## config.mk

```make
export PLATFORM = sky130hd
export DESIGN_NAME = incremental_pid_integral_separation_flat
export DESIGN_NICKNAME = d
export VERILOG_FILES = /design/src/ipid_pkg.sv /design/src/ipid_if.sv /design/src/ipid_err.sv /design/src/ipid_acc.sv /design/src/incremental_pid_integral_separation.sv /design/src/flat_wrapper.sv
export SDC_FILE = /design/constraint.sdc
export NUM_CORES = 2
export LEC_CHECK = 0
export BUFFER_PORTS_ARGS = -buffer_cell sky130_fd_sc_hd__buf_2
export CORE_UTILIZATION = 40
export DETAILED_ROUTE_END_ITERATION = 10
export GPL_ROUTABILITY_DRIVEN = 0
export PLACE_DENSITY = 0.56
export SETUP_SLACK_MARGIN = 0.3
export SKIP_CTS_REPAIR_TIMING = 1
export SYNTH_ARGS = -nofsm -noshare
export SYNTH_HDL_FRONTEND = slang
export SYNTH_SLANG_ARGS = --single-unit
```

## constraint.sdc

```tcl
create_clock -name clk -period 29.4 [get_ports clk]
set_clock_uncertainty 0.2 [all_clocks]
set_input_delay 0 -clock clk [delete_from_list [all_inputs] [get_ports clk]]
set_output_delay 0 -clock clk [all_outputs]
set_load 0.05 [all_outputs]
```

## src/ipid_pkg.sv

```systemverilog
package ipid_pkg;

	localparam int DATA_W = 16;
	localparam int ERR_W = DATA_W + 1;
	localparam int CFG_IDX_W = 3;

	typedef enum logic [CFG_IDX_W-1:0] {
		REG_SETPOINT = 3'd0,
		REG_KP       = 3'd1,
		REG_KI       = 3'd2,
		REG_KD       = 3'd3,
		REG_EPSILON  = 3'd4
	} reg_idx_t;

	localparam logic signed [DATA_W-1:0] SETPOINT_RST = 16'sd300;
	localparam logic signed [DATA_W-1:0] GAIN_RST     = 16'sd256;
	localparam logic        [DATA_W-1:0] EPSILON_RST  = 16'd300;

	typedef struct packed {
		logic signed [DATA_W-1:0] setpoint;
		logic signed [DATA_W-1:0] kp;
		logic signed [DATA_W-1:0] ki;
		logic signed [DATA_W-1:0] kd;
		logic        [DATA_W-1:0] epsilon;
	} cfg_t;

	typedef struct packed {
		logic signed [ERR_W-1:0] err;
		logic                    skip;
	} err_word_t;

endpackage

```

## src/ipid_if.sv

```systemverilog
interface ipid_in_if;
	logic                                 valid;
	logic                                 ready;
	logic signed [ipid_pkg::DATA_W-1:0]   process_value;

	modport source (output valid, output process_value, input ready);
	modport sink (input valid, input process_value, output ready);
endinterface

interface ipid_out_if #(
	parameter int DRIVE_W = 11
);
	logic                       valid;
	logic                       ready;
	logic signed [DRIVE_W-1:0]  drive_value;
	logic                       integral_skipped;

	modport source (output valid, output drive_value, output integral_skipped, input ready);
	modport sink (input valid, input drive_value, input integral_skipped, output ready);
endinterface

```

## src/ipid_err.sv

```systemverilog
module ipid_err (
	input  logic                  clk,
	input  logic                  arst_n,
	input  ipid_pkg::cfg_t        cfg,
	ipid_in_if.sink               in,
	input  logic                  take,
	output logic                  valid_s1,
	output ipid_pkg::err_word_t   word_s1
);

	logic signed [ipid_pkg::ERR_W-1:0] err;
	logic        [ipid_pkg::ERR_W-1:0] mag;
	logic                              load;

	assign err = ipid_pkg::ERR_W'(cfg.setpoint) - ipid_pkg::ERR_W'(in.process_value);
	assign mag = err[ipid_pkg::ERR_W-1] ? ipid_pkg::ERR_W'(-err) : ipid_pkg::ERR_W'(err);
	assign in.ready = !valid_s1 || take;
	assign load = in.valid && in.ready;

	always_ff @(posedge clk or negedge arst_n) begin
		if (!arst_n) begin
			valid_s1 <= 1'b0;
		end else if (load) begin
			valid_s1 <= 1'b1;
		end else if (take) begin
			valid_s1 <= 1'b0;
		end
	end

	always_ff @(posedge clk) begin
		if (load) begin
			word_s1.err <= err;
			word_s1.skip <= (mag <= {1'b0, cfg.epsilon});
		end
	end

endmodule

```

## src/ipid_acc.sv

```systemverilog
module ipid_acc #(
	parameter int FRAC_BITS = 8,
	parameter int DRIVE_LIMIT = 1000
) (
	input  logic                  clk,
	input  logic                  arst_n,
	input  ipid_pkg::cfg_t        cfg,
	input  logic                  valid_s1,
	input  ipid_pkg::err_word_t   word_s1,
	output logic                  take,
	ipid_out_if.source            out
);

	localparam int ERR_W = ipid_pkg::ERR_W;
	localparam int D1_W = ERR_W + 1;
	localparam int D2_W = ERR_W + 2;
	localparam int PI_W = ipid_pkg::DATA_W + ERR_W;
	localparam int PP_W = ipid_pkg::DATA_W + D1_W;
	localparam int PD_W = ipid_pkg::DATA_W + D2_W;
	localparam int SUM_W = PD_W + 4;
	localparam longint LIM_I = longint'(DRIVE_LIMIT) << FRAC_BITS;
	localparam longint FOLD_I = longint'(DRIVE_LIMIT / 2) << FRAC_BITS;
	localparam int ACC_W = $clog2(LIM_I + 1) + 1;
	localparam int DRIVE_W = $clog2(DRIVE_LIMIT + 1) + 1;
	localparam logic signed [SUM_W-1:0] LIM_POS = SUM_W'(LIM_I);
	localparam logic signed [SUM_W-1:0] LIM_NEG = SUM_W'(-LIM_I);
	localparam logic signed [ACC_W-1:0] FOLD_POS = ACC_W'(FOLD_I);
	localparam logic signed [ACC_W-1:0] FOLD_NEG = ACC_W'(-FOLD_I);

	logic signed [ERR_W-1:0]  last_q;
	logic signed [ERR_W-1:0]  prior_q;
	logic signed [ACC_W-1:0]  acc_q;
	logic                     out_valid_q;
	logic signed [DRIVE_W-1:0] drive_q;
	logic                     skip_q;

	logic signed [D1_W-1:0]   d1;
	logic signed [D2_W-1:0]   d2;
	logic signed [PP_W-1:0]   pp;
	logic signed [PI_W-1:0]   pi;
	logic signed [PD_W-1:0]   pd;
	logic signed [SUM_W-1:0]  inc;
	logic signed [SUM_W-1:0]  nxt;
	logic signed [ACC_W-1:0]  acc_d;
	logic signed [ACC_W-1:0]  acc_sh;

	assign d1 = D1_W'(word_s1.err) - D1_W'(last_q);
	assign d2 = D2_W'(word_s1.err) - (D2_W'(last_q) <<< 1) + D2_W'(prior_q);
	assign pp = PP_W'(cfg.kp) * PP_W'(d1);
	assign pi = PI_W'(cfg.ki) * PI_W'(word_s1.err);
	assign pd = PD_W'(cfg.kd) * PD_W'(d2);

	always_comb begin
		inc = SUM_W'(pp) + SUM_W'(pd);
		if (!word_s1.skip) begin
			inc = inc + SUM_W'(pi);
		end
		nxt = SUM_W'(acc_q) + inc;
		priority if (nxt > LIM_POS) begin
			acc_d = FOLD_POS;
		end else if (nxt < LIM_NEG) begin
			acc_d = FOLD_NEG;
		end else begin
			acc_d = ACC_W'(nxt);
		end
	end

	assign acc_sh = acc_d >>> FRAC_BITS;
	assign take = valid_s1 && (!out_valid_q || out.ready);

	always_ff @(posedge clk or negedge arst_n) begin
		if (!arst_n) begin
			last_q <= '0;
			prior_q <= '0;
			acc_q <= '0;
			out_valid_q <= 1'b0;
		end else begin
			if (take) begin
				last_q <= word_s1.err;
				prior_q <= last_q;
				acc_q <= acc_d;
				out_valid_q <= 1'b1;
			end else if (out.ready) begin
				out_valid_q <= 1'b0;
			end
		end
	end

	always_ff @(posedge clk) begin
		if (take) begin
			drive_q <= DRIVE_W'(acc_sh);
			skip_q <= word_s1.skip;
		end
	end

	assign out.valid = out_valid_q;
	assign out.drive_value = drive_q;
	assign out.integral_skipped = skip_q;

endmodule

```

## src/incremental_pid_integral_separation.sv

```systemverilog
// Velocity-form PID with integral separation. Each input word carries one
// measured value; each produces exactly one output word holding the integer
// part of the fixed-point drive accumulator (FRAC_BITS fraction bits) and a
// flag telling whether the integral term was dropped because |error| was at
// or below epsilon. The accumulator folds to +/-DRIVE_LIMIT/2 when it leaves
// +/-DRIVE_LIMIT. A new word is taken every cycle unless the output stalls:
// one input register holds the error; the three gain products, their sum and
// the fold settle combinationally into the result register. The user must
// write gains and setpoint via the cfg port (index 0 setpoint, 1 kp, 2 ki,
// 3 kd, 4 epsilon) only while no word is in flight, unenforced by the block.
module incremental_pid_integral_separation #(
	parameter int FRAC_BITS = 8,
	parameter int DRIVE_LIMIT = 1000
) (
	input  logic                              clk,
	input  logic                              arst_n,
	input  logic                              cfg_we,
	input  logic [ipid_pkg::CFG_IDX_W-1:0]    cfg_index,
	input  logic [ipid_pkg::DATA_W-1:0]       cfg_data,
	ipid_in_if.sink                           in,
	ipid_out_if.source                        out
);

	ipid_pkg::cfg_t      cfg_q;
	ipid_pkg::err_word_t word_s1;
	logic                valid_s1;
	logic                take;

	always_ff @(posedge clk or negedge arst_n) begin
		if (!arst_n) begin
			cfg_q.setpoint <= ipid_pkg::SETPOINT_RST;
			cfg_q.kp <= ipid_pkg::GAIN_RST;
			cfg_q.ki <= ipid_pkg::GAIN_RST;
			cfg_q.kd <= ipid_pkg::GAIN_RST;
			cfg_q.epsilon <= ipid_pkg::EPSILON_RST;
		end else if (cfg_we) begin
			unique case (cfg_index)
				ipid_pkg::REG_SETPOINT: cfg_q.setpoint <= cfg_data;
				ipid_pkg::REG_KP:       cfg_q.kp <= cfg_data;
				ipid_pkg::REG_KI:       cfg_q.ki <= cfg_data;
				ipid_pkg::REG_KD:       cfg_q.kd <= cfg_data;
				ipid_pkg::REG_EPSILON:  cfg_q.epsilon <= cfg_data;
				default: ;
			endcase
		end
	end

	ipid_err u_err (
		.clk      (clk),
		.arst_n   (arst_n),
		.cfg      (cfg_q),
		.in       (in),
		.take     (take),
		.valid_s1 (valid_s1),
		.word_s1  (word_s1)
	);

	ipid_acc #(
		.FRAC_BITS   (FRAC_BITS),
		.DRIVE_LIMIT (DRIVE_LIMIT)
	) u_acc (
		.clk      (clk),
		.arst_n   (arst_n),
		.cfg      (cfg_q),
		.valid_s1 (valid_s1),
		.word_s1  (word_s1),
		.take     (take),
		.out      (out)
	);

endmodule

```

## src/flat_wrapper.sv

```systemverilog
// flat-port wrapper written by rule: the top's interface ports become plain ports
module incremental_pid_integral_separation_flat 
#(
	parameter int FRAC_BITS = 8,
	parameter int DRIVE_LIMIT = 1000
)
  (clk, arst_n, cfg_we, cfg_index, cfg_data, in_valid, in_process_value, in_ready, out_valid, out_drive_value, out_integral_skipped, out_ready);
  ipid_in_if in_i ();
  ipid_out_if out_i ();
  input  logic clk;
  input  logic arst_n;
  input  logic cfg_we;
  input  logic [ipid_pkg::CFG_IDX_W-1:0] cfg_index;
  input  logic [ipid_pkg::DATA_W-1:0] cfg_data;
  input wire logic [$bits(in_i.valid)-1:0] in_valid;
  input wire logic [$bits(in_i.process_value)-1:0] in_process_value;
  output wire logic [$bits(in_i.ready)-1:0] in_ready;
  output wire logic [$bits(out_i.valid)-1:0] out_valid;
  output wire logic [$bits(out_i.drive_value)-1:0] out_drive_value;
  output wire logic [$bits(out_i.integral_skipped)-1:0] out_integral_skipped;
  input wire logic [$bits(out_i.ready)-1:0] out_ready;
  assign in_i.valid = in_valid;
  assign in_i.process_value = in_process_value;
  assign in_ready = in_i.ready;
  assign out_valid = out_i.valid;
  assign out_drive_value = out_i.drive_value;
  assign out_integral_skipped = out_i.integral_skipped;
  assign out_i.ready = out_ready;
  incremental_pid_integral_separation #(.FRAC_BITS(FRAC_BITS), .DRIVE_LIMIT(DRIVE_LIMIT)) u_core (.clk(clk), .arst_n(arst_n), .cfg_we(cfg_we), .cfg_index(cfg_index), .cfg_data(cfg_data), .in(in_i), .out(out_i));
endmodule
```

# Word level (Yosys, flattened, before mapping)
# Index checks and enable logic that the tools add are counted.
word_totals:
  ff_bits: 165
  input_bits: 40
  out_inout_bits: 14
op_classes:
  addsub: 8
  n_mul: 3
  order_cmp: 3
  eq_ne: 4
  n_mux: 8
  reduce_logical: 14
op_table:
  columns: ["operator", "count"]
  rows:
  - ["$add 19x39->39", 1]
  - ["$gt 39x19->1 const B", 1]
  - ["$lt 39x19->1 const B", 1]
  - ["$mux 39", 1]
  - ["$mux 19", 2]
  - ["$add 36x33->37", 1]
  - ["$add 34x35->36", 1]
  - ["$mul 16x19->35", 1]
  - ["$mul 16x18->34", 1]
  - ["$mul 16x17->33", 1]
  - ["$add 19x17->19", 1]
  - ["$sub 17x18->19", 1]
  - ["$sub 17x17->18", 1]
  - ["$le 17x16->1", 1]
  - ["$mux 17", 1]
  - ["$neg 17->17", 1]
  - ["$sub 16x16->17", 1]
  - ["$reduce_and 2->1", 5]
  - ["$eq 3x2->1 const B", 2]
  - ["$mux 1", 4]
  - ["$reduce_bool 2->1", 2]
  - ["$eq 3x1->1 const B", 1]
  - ["$eq 3x3->1 const B", 1]
  - ["$logic_not 3->1", 1]
  - ["3 further kinds", 6]

# Depth between registers and ports, before layout
depth:
  depth_word: 10
  depth_mapped: 71
  ltp_nobuf: 68

# By module
# A second synthesis with hierarchy kept.
hier_totals:
  hier_cells: 5069
  hier_area_um2: 47058.9
modules_own_cells:
  columns: ["mod", "instances", "cells_each", "area_each_um2", "seq_area_each_um2"]
  rows:
  - ["ipid_acc", 1, 4639, 41760.1, 1711.6]
  - ["incremental_pid_integral_separation", 1, 173, 3064.2, 2015.7]
  - ["ipid_err", 1, 257, 2234.6, 565.5]

# Least setup slack after synthesis
# Ideal clock, no wire load.
synth_path:
  path_type: "register to register"
  from: "register u_core.u_err.word_s1[5] (netlist name)"
  to: "register u_core.u_acc.drive_q[2], in the netlist u_core.u_acc.out.drive_value[2], data pin"
  setup_time_ps: 261
  arrival_ps: 15861
  required_ps: 28939
  path_slack_ps: 13078
  path_stages_with_launch: 66
  path_buffers: 4
  period_less_slack_ps: 16322
  path_cell_list: "edfxtp_1 clkbuf_1 inv_1 fa_1 inv_1 ha_1 inv_1 a21oi_1 o21ai_1 a21oi_1 a41oi_1 a211oi_1 a41o_1 o41ai_1 xnor2_1 clkbuf_1 and2_1 fa_1 (+30 left out) a21oi_1 o21bai_1 a21oi_1 xnor2_1 mux2_2 ha_1 clkbuf_1 nand3_1 nor2_1 and2_1 o21a_1 a211oi_1 or4_1 nor4_2 nand4_2 and2_4 buf_6 nand2b_1"
synth_via:
  elab_chain_len: 10
  elab_cells_between_ends: 14
  cone_classes: "add/sub (6); mul (3); order compare (2); mux (3)"
synth_rtl:
  columns: ["element", "line", "source"]
  rows:
  - ["$sub 17x18->19", "ipid_acc.sv:48", "assign d2 = D2_W'(word_s1.err) - (D2_W'(last_q) <<< 1) + D2_W'(prior_q);"]
  - ["$add 19x17->19", "ipid_acc.sv:48", null]
  - ["$mul 16x19->35", "ipid_acc.sv:51", "assign pd = PD_W'(cfg.kd) * PD_W'(d2);"]
  - ["$add 34x35->36", "ipid_acc.sv:54", "inc = SUM_W'(pp) + SUM_W'(pd);"]
  - ["$add 36x33->37", "ipid_acc.sv:56", "inc = inc + SUM_W'(pi);"]
  - ["$mux 39 (*)", "ipid_acc.sv:55", "if (!word_s1.skip) begin"]
  - ["$add 19x39->39 (*)", "ipid_acc.sv:58", "nxt = SUM_W'(acc_q) + inc;"]
  - ["$lt 39x19->1", "ipid_acc.sv:61", "end else if (nxt < LIM_NEG) begin"]
  - ["$mux 19", "ipid_acc.sv:61", null]
  - ["$mux 19 (*)", "ipid_acc.sv:59", "priority if (nxt > LIM_POS) begin"]
  - ["named net u_core.u_acc.acc_d[10]", "ipid_acc.sv:44", "logic signed [ACC_W-1:0] acc_d;"]
  - ["to (signal assigned)", "ipid_acc.sv:91", "drive_q <= DRIVE_W'(acc_sh);"]
  - ["to (decl)", "ipid_acc.sv:34", "logic signed [DRIVE_W-1:0] drive_q;"]
# Mark *: on every way through the listed nets, which the timed path passes. The rest lies on a longest branch.
# A chain may end at the register's enable or synchronous reset.

# Worst setup path after layout
layout_path:
  from: "register u_core.u_err.word_s1[1] (netlist name)"
  to: "register u_core.u_acc.drive_q[6], in the netlist u_core.u_acc.out.drive_value[6], data pin"
layout_via:
  elab_chain_len: 10
  elab_cells_between_ends: 14
  cone_classes: "add/sub (6); mul (3); order compare (2); mux (3)"
layout_rtl:
  columns: ["element", "line"]
  rows:
  - ["$sub 17x18->19", "ipid_acc.sv:48"]
  - ["$add 19x17->19", "ipid_acc.sv:48"]
  - ["$mul 16x19->35", "ipid_acc.sv:51"]
  - ["$add 34x35->36", "ipid_acc.sv:54"]
  - ["$add 36x33->37", "ipid_acc.sv:56"]
  - ["$mux 39 (*)", "ipid_acc.sv:55"]
  - ["$add 19x39->39 (*)", "ipid_acc.sv:58"]
  - ["$lt 39x19->1", "ipid_acc.sv:61"]
  - ["$mux 19", "ipid_acc.sv:61"]
  - ["$mux 19 (*)", "ipid_acc.sv:59"]
  - ["named net u_core.u_acc.acc_d[14]", "ipid_acc.sv:44"]
# Marked as above.

==> impl_metrics.prom <==
# TYPE chip_impl_metric gauge
chip_impl_metric{name="layout_worst_path_cycle_share",unit=""} 0.6398
chip_impl_info{name="final_common_cell",value="inv_1"} 1
chip_impl_metric{name="synth_seq_area_share",unit=""} 0.09072
chip_impl_metric{name="finalNetCount",unit=""} 6548
chip_impl_info{name="critical_path.startpoint_type",value="flip-flop"} 1
chip_impl_metric{name="grt_pass1_vias",unit=""} 36580
chip_impl_metric{name="synth_edf_count",unit=""} 30
chip_impl_metric{name="grt.met3_usage",unit=""} 0.02611
chip_impl_metric{name="final_setup_violating_endpoints",unit=""} 0
chip_impl_metric{name="multi_input_area",unit="um^2"} 37990
chip_impl_metric{name="drv.max_cap_violation_count",unit=""} 0
chip_impl_metric{name="synth_simple_gate_area_frac",unit=""} 0.1455
chip_impl_metric{name="grt_pass1_wl",unit="um"} 210100
chip_impl_metric{name="grt_overflow_total",unit=""} 0
chip_impl_metric{name="chipWidth",unit="um"} 345.9
chip_impl_metric{name="yosys-mux-area-fraction",unit=""} 0.01959
chip_impl_metric{name="hold-path-cell-count",unit=""} 4
chip_impl_metric{name="floorplan.io_pins",unit=""} 54
chip_impl_metric{name="grt_util_met2",unit=""} 0.3674
chip_impl_metric{name="yosys.area_share.adder",unit=""} 0.5249
chip_impl_metric{name="cts.path.max_buffers",unit=""} 2
chip_impl_info{name="mostFrequentLayoutCells",value="1155 x inv_1, 997 x fa_1, 585 x nand2_1"} 1
chip_impl_metric{name="crit_required",unit="ns"} 29.43
chip_impl_info{name="cts_root_buffer",value="clkbuf_16"} 1
chip_impl_metric{name="asyncSetResetFlopFracSynth",unit=""} 0.8182
chip_impl_metric{name="synth.net_count",unit=""} 6563
chip_impl_metric{name="syn_inst",unit=""} 5136
chip_impl_metric{name="die-area",unit="um^2"} 119700
chip_impl_metric{name="synth.cell_area",unit="um^2"} 47320
chip_impl_metric{name="num-fill-cells",unit=""} 11510
chip_impl_metric{name="ctsHtreeMaxLevel",unit=""} 4
chip_impl_metric{name="yosysWarnings",unit=""} 0
chip_impl_metric{name="slew-limit-headroom",unit=""} 0.2505
chip_impl_metric{name="timing.final.crit_period",unit="ns"} 18.81
chip_impl_metric{name="floorplan.core_area",unit="um^2"} 116700
chip_impl_info{name="violations",value="negative hold slack"} 1
chip_impl_metric{name="register_area",unit="um^2"} 4293
chip_impl_metric{name="antenna_left",unit=""} 0
chip_impl_info{name="worst_setup_path_end_kind",value="flip-flop"} 1
chip_impl_metric{name="die_height",unit="um"} 345.9
chip_impl_info{name="largest_family_of_logic_cells_by_synthesized_area",value="adder cells"} 1
chip_impl_metric{name="numCtsBuffers",unit=""} 17
chip_impl_metric{name="grt_util_all_layers",unit=""} 0.2257
chip_impl_metric{name="via_count",unit=""} 34200
chip_impl_metric{name="placementRows",unit=""} 125
chip_impl_metric{name="detail_route.iter0.violations",unit=""} 2217
chip_impl_metric{name="worst_slack_on_hold_paths",unit="ns"} -0.01002
chip_impl_metric{name="numClockSinks",unit=""} 165
chip_impl_metric{name="clock.fmax",unit="MHz"} 53.17
chip_impl_metric{name="worst_setup_hold_path_clk_slew",unit="ns"} 0.08
chip_impl_metric{name="grt_antenna_before_repair",unit=""} 7
chip_impl_metric{name="post_route_cells_drive_above_1_share",unit=""} 0.05921
chip_impl_metric{name="synth_area_per_cell",unit="um^2"} 9.213
chip_impl_info{name="path_common_cell",value="fa_1"} 1
chip_impl_metric{name="synth.lib_cells_used.distinct",unit=""} 96
chip_impl_metric{name="maximum_number_of_pins_on_one_net_before_global_route_repair",unit=""} 75
chip_impl_info{name="hold_path_class",value="input port to flip-flop"} 1
chip_impl_info{name="tritoncts",value="done"} 1
chip_impl_metric{name="max_fo_critical_path",unit=""} 18
chip_impl_metric{name="reg2regPathDepth",unit=""} 65
chip_impl_info{name="grt-busiest-layer",value="met2"} 1
chip_impl_metric{name="antenna-diode-count",unit=""} 0
chip_impl_metric{name="synth_compound_gate_area_share",unit=""} 0.08210
chip_impl_metric{name="detail_route.wirelength",unit="um"} 129000
chip_impl_metric{name="synthXorXnorAreaFrac",unit=""} 0.02885
chip_impl_metric{name="ys_seq_elements",unit=""} 165
chip_impl_metric{name="floorplan.initialDensity",unit=""} 0.4056
chip_impl_metric{name="flow.area_growth_from_synthesis",unit="%"} 6.452
chip_impl_metric{name="drt-vias-per-instance",unit=""} 5.137
chip_impl_info{name="crit_path_top_delay_cell",value="edfxtp_1"} 1
chip_impl_metric{name="hpwl",unit="um"} 108700
chip_impl_info{name="crit_type",value="flip-flop to flip-flop"} 1
chip_impl_metric{name="report.final.hold_viol_count",unit=""} 2
chip_impl_metric{name="port_buffers",unit=""} 53
chip_impl_info{name="status",value="complete, but fails checks"} 1
chip_impl_info{name="synth-main-ff-cell",value="dfrtp_1"} 1
chip_impl_info{name="rsz0062_at_grt",value="no"} 1
chip_impl_metric{name="worst_pin_slew",unit="ns"} 1.124
chip_impl_metric{name="drt_pass1_iterations",unit=""} 6
chip_impl_metric{name="crit_path_max_incr_delay",unit="ns"} 0.80
chip_impl_metric{name="clk-insertion-delay-late",unit="ns"} 0.52
chip_impl_metric{name="detail_route.drc_violations",unit=""} 0
chip_impl_metric{name="timing.setup.tns",unit="ns"} 0
chip_impl_metric{name="gr-usage-met1",unit=""} 0.3196
chip_impl_metric{name="worstPathArrival",unit="ns"} 18.84
chip_impl_metric{name="pins_over_their_slew_limit",unit=""} 0
chip_impl_metric{name="drt-wirelength-per-cell",unit="um"} 19.38
==> path summary, 6_finish.rpt <==
path,end,from,slack [ns]
min,u_core.u_err.word_s1[13]$_DFFE_PP_,in_process_value[12],-0.01
max,u_core.u_acc.out.drive_value[6]$_DFFE_PP_,u_core.u_err.word_s1[1]$_DFFE_PP_,10.59
min in group asynchronous,u_core.u_acc.acc_q[18]$_DFFE_PN0P_,arst_n,0.42
max reg2reg,u_core.u_acc.out.drive_value[6]$_DFFE_PP_,u_core.u_err.word_s1[1]$_DFFE_PP_,10.59
max in group asynchronous,u_core.u_acc.acc_q[13]$_DFFE_PN0P_,arst_n,26.95
min reg2reg,u_core.u_acc.prior_q[4]$_DFFE_PN0P_,u_core.u_acc.last_q[4]$_DFFE_PN0P_,0.28
==> area by class of cell <==
cell class	instances	area share
inverters	1158	0.08629
clock inverters	15	0.003552
clock buffers	17	0.008445
flip-flops and latches	165	0.08522
multi-input cells	3611	0.7543
repair buffers	168	0.02437
well taps	1524	0.03785
==> cells in the mapped netlist, drive strengths merged, types with 42 or more instances <==
cell type  count  share of area
nor2b         52         0.0069
nor3          42         0.0044
mux2          77          0.018
nor2         142          0.011
o21ai        155          0.016
ha           390           0.10
nand2b        63         0.0083
clkbuf       188          0.015
inv         1157          0.092
and2         339          0.045
nand2        586          0.046
a21o          74          0.012
xor2          43         0.0081
nand3         54         0.0057
dfrtp        124          0.066
fa           997           0.42
a21oi        148          0.016
xnor2        112          0.021
==> routing by layer <==
layer | part of all wire | vias up | wire, um
met5 | 0 | - | 0
met4 | 0.025 | 0 | 3194
met1 | 0.46 | 17690 | 59190
met2 | 0.47 | 709 | 60200
li1 | - | 15670 | -
met3 | 0.050 | 134 | 6442
==> critical path: cells and delay by family, from the launching register on <==
family	cells	cell delay, ns
xor gates and xnor gates	2	0.61
AOI/OAI and AO/OA	23	5.03
DFF	1	0.80
muxes	2	0.37
buffers and inverters	9	0.89
adders and majority gates	18	8.09
and+or+nand+nor	11	2.50
==> per-stage QoR <==
stage,area [um^2],cells,utilization,hold WS [ns],setup WS [ns]
2_1_floorplan,47320,5136,-,-0.4956,13.08
3_3_place_gp,49400,6589,0.4234,-0.1274,10.77
3_5_place_dp,49400,6589,0.4234,-0.1278,10.73
4_1_cts,50000,6621,0.4286,-0.7006,10.60
5_1_grt,50370,6658,0.4317,0.001287,9.426
6_report,50370,6658,0.4317,-0.01002,10.59
==> sequential cells by signal, indices dropped and copies added (netlist names) <==
signal / count
u_core.u_acc.out.integral_skipped: 1
u_core.u_acc.out.valid: 1
u_core.cfg_q: 80
u_core.u_err.valid_s1: 1
u_core.u_err.word_s1: 18
u_core.u_acc.prior_q: 17
u_core.u_acc.acc_q: 19
u_core.u_acc.last_q: 17
u_core.u_acc.out.drive_value: 11
==> cells by family (layout without fill, tap and decap cells) <==
family	after synthesis	after routing
AND/OR/NAND/NOR	1396	1396
adder cells (fa/ha/maj)	1387	1387
buffers and inverters	1360	1358
AO/OA/AOI/OAI	590	590
flip-flops	165	165
XOR/XNOR	155	155
multiplexers	83	83
Power is not shown: default switching activity piles up to over one toggle a cycle in this logic, so the estimate is an artifact.
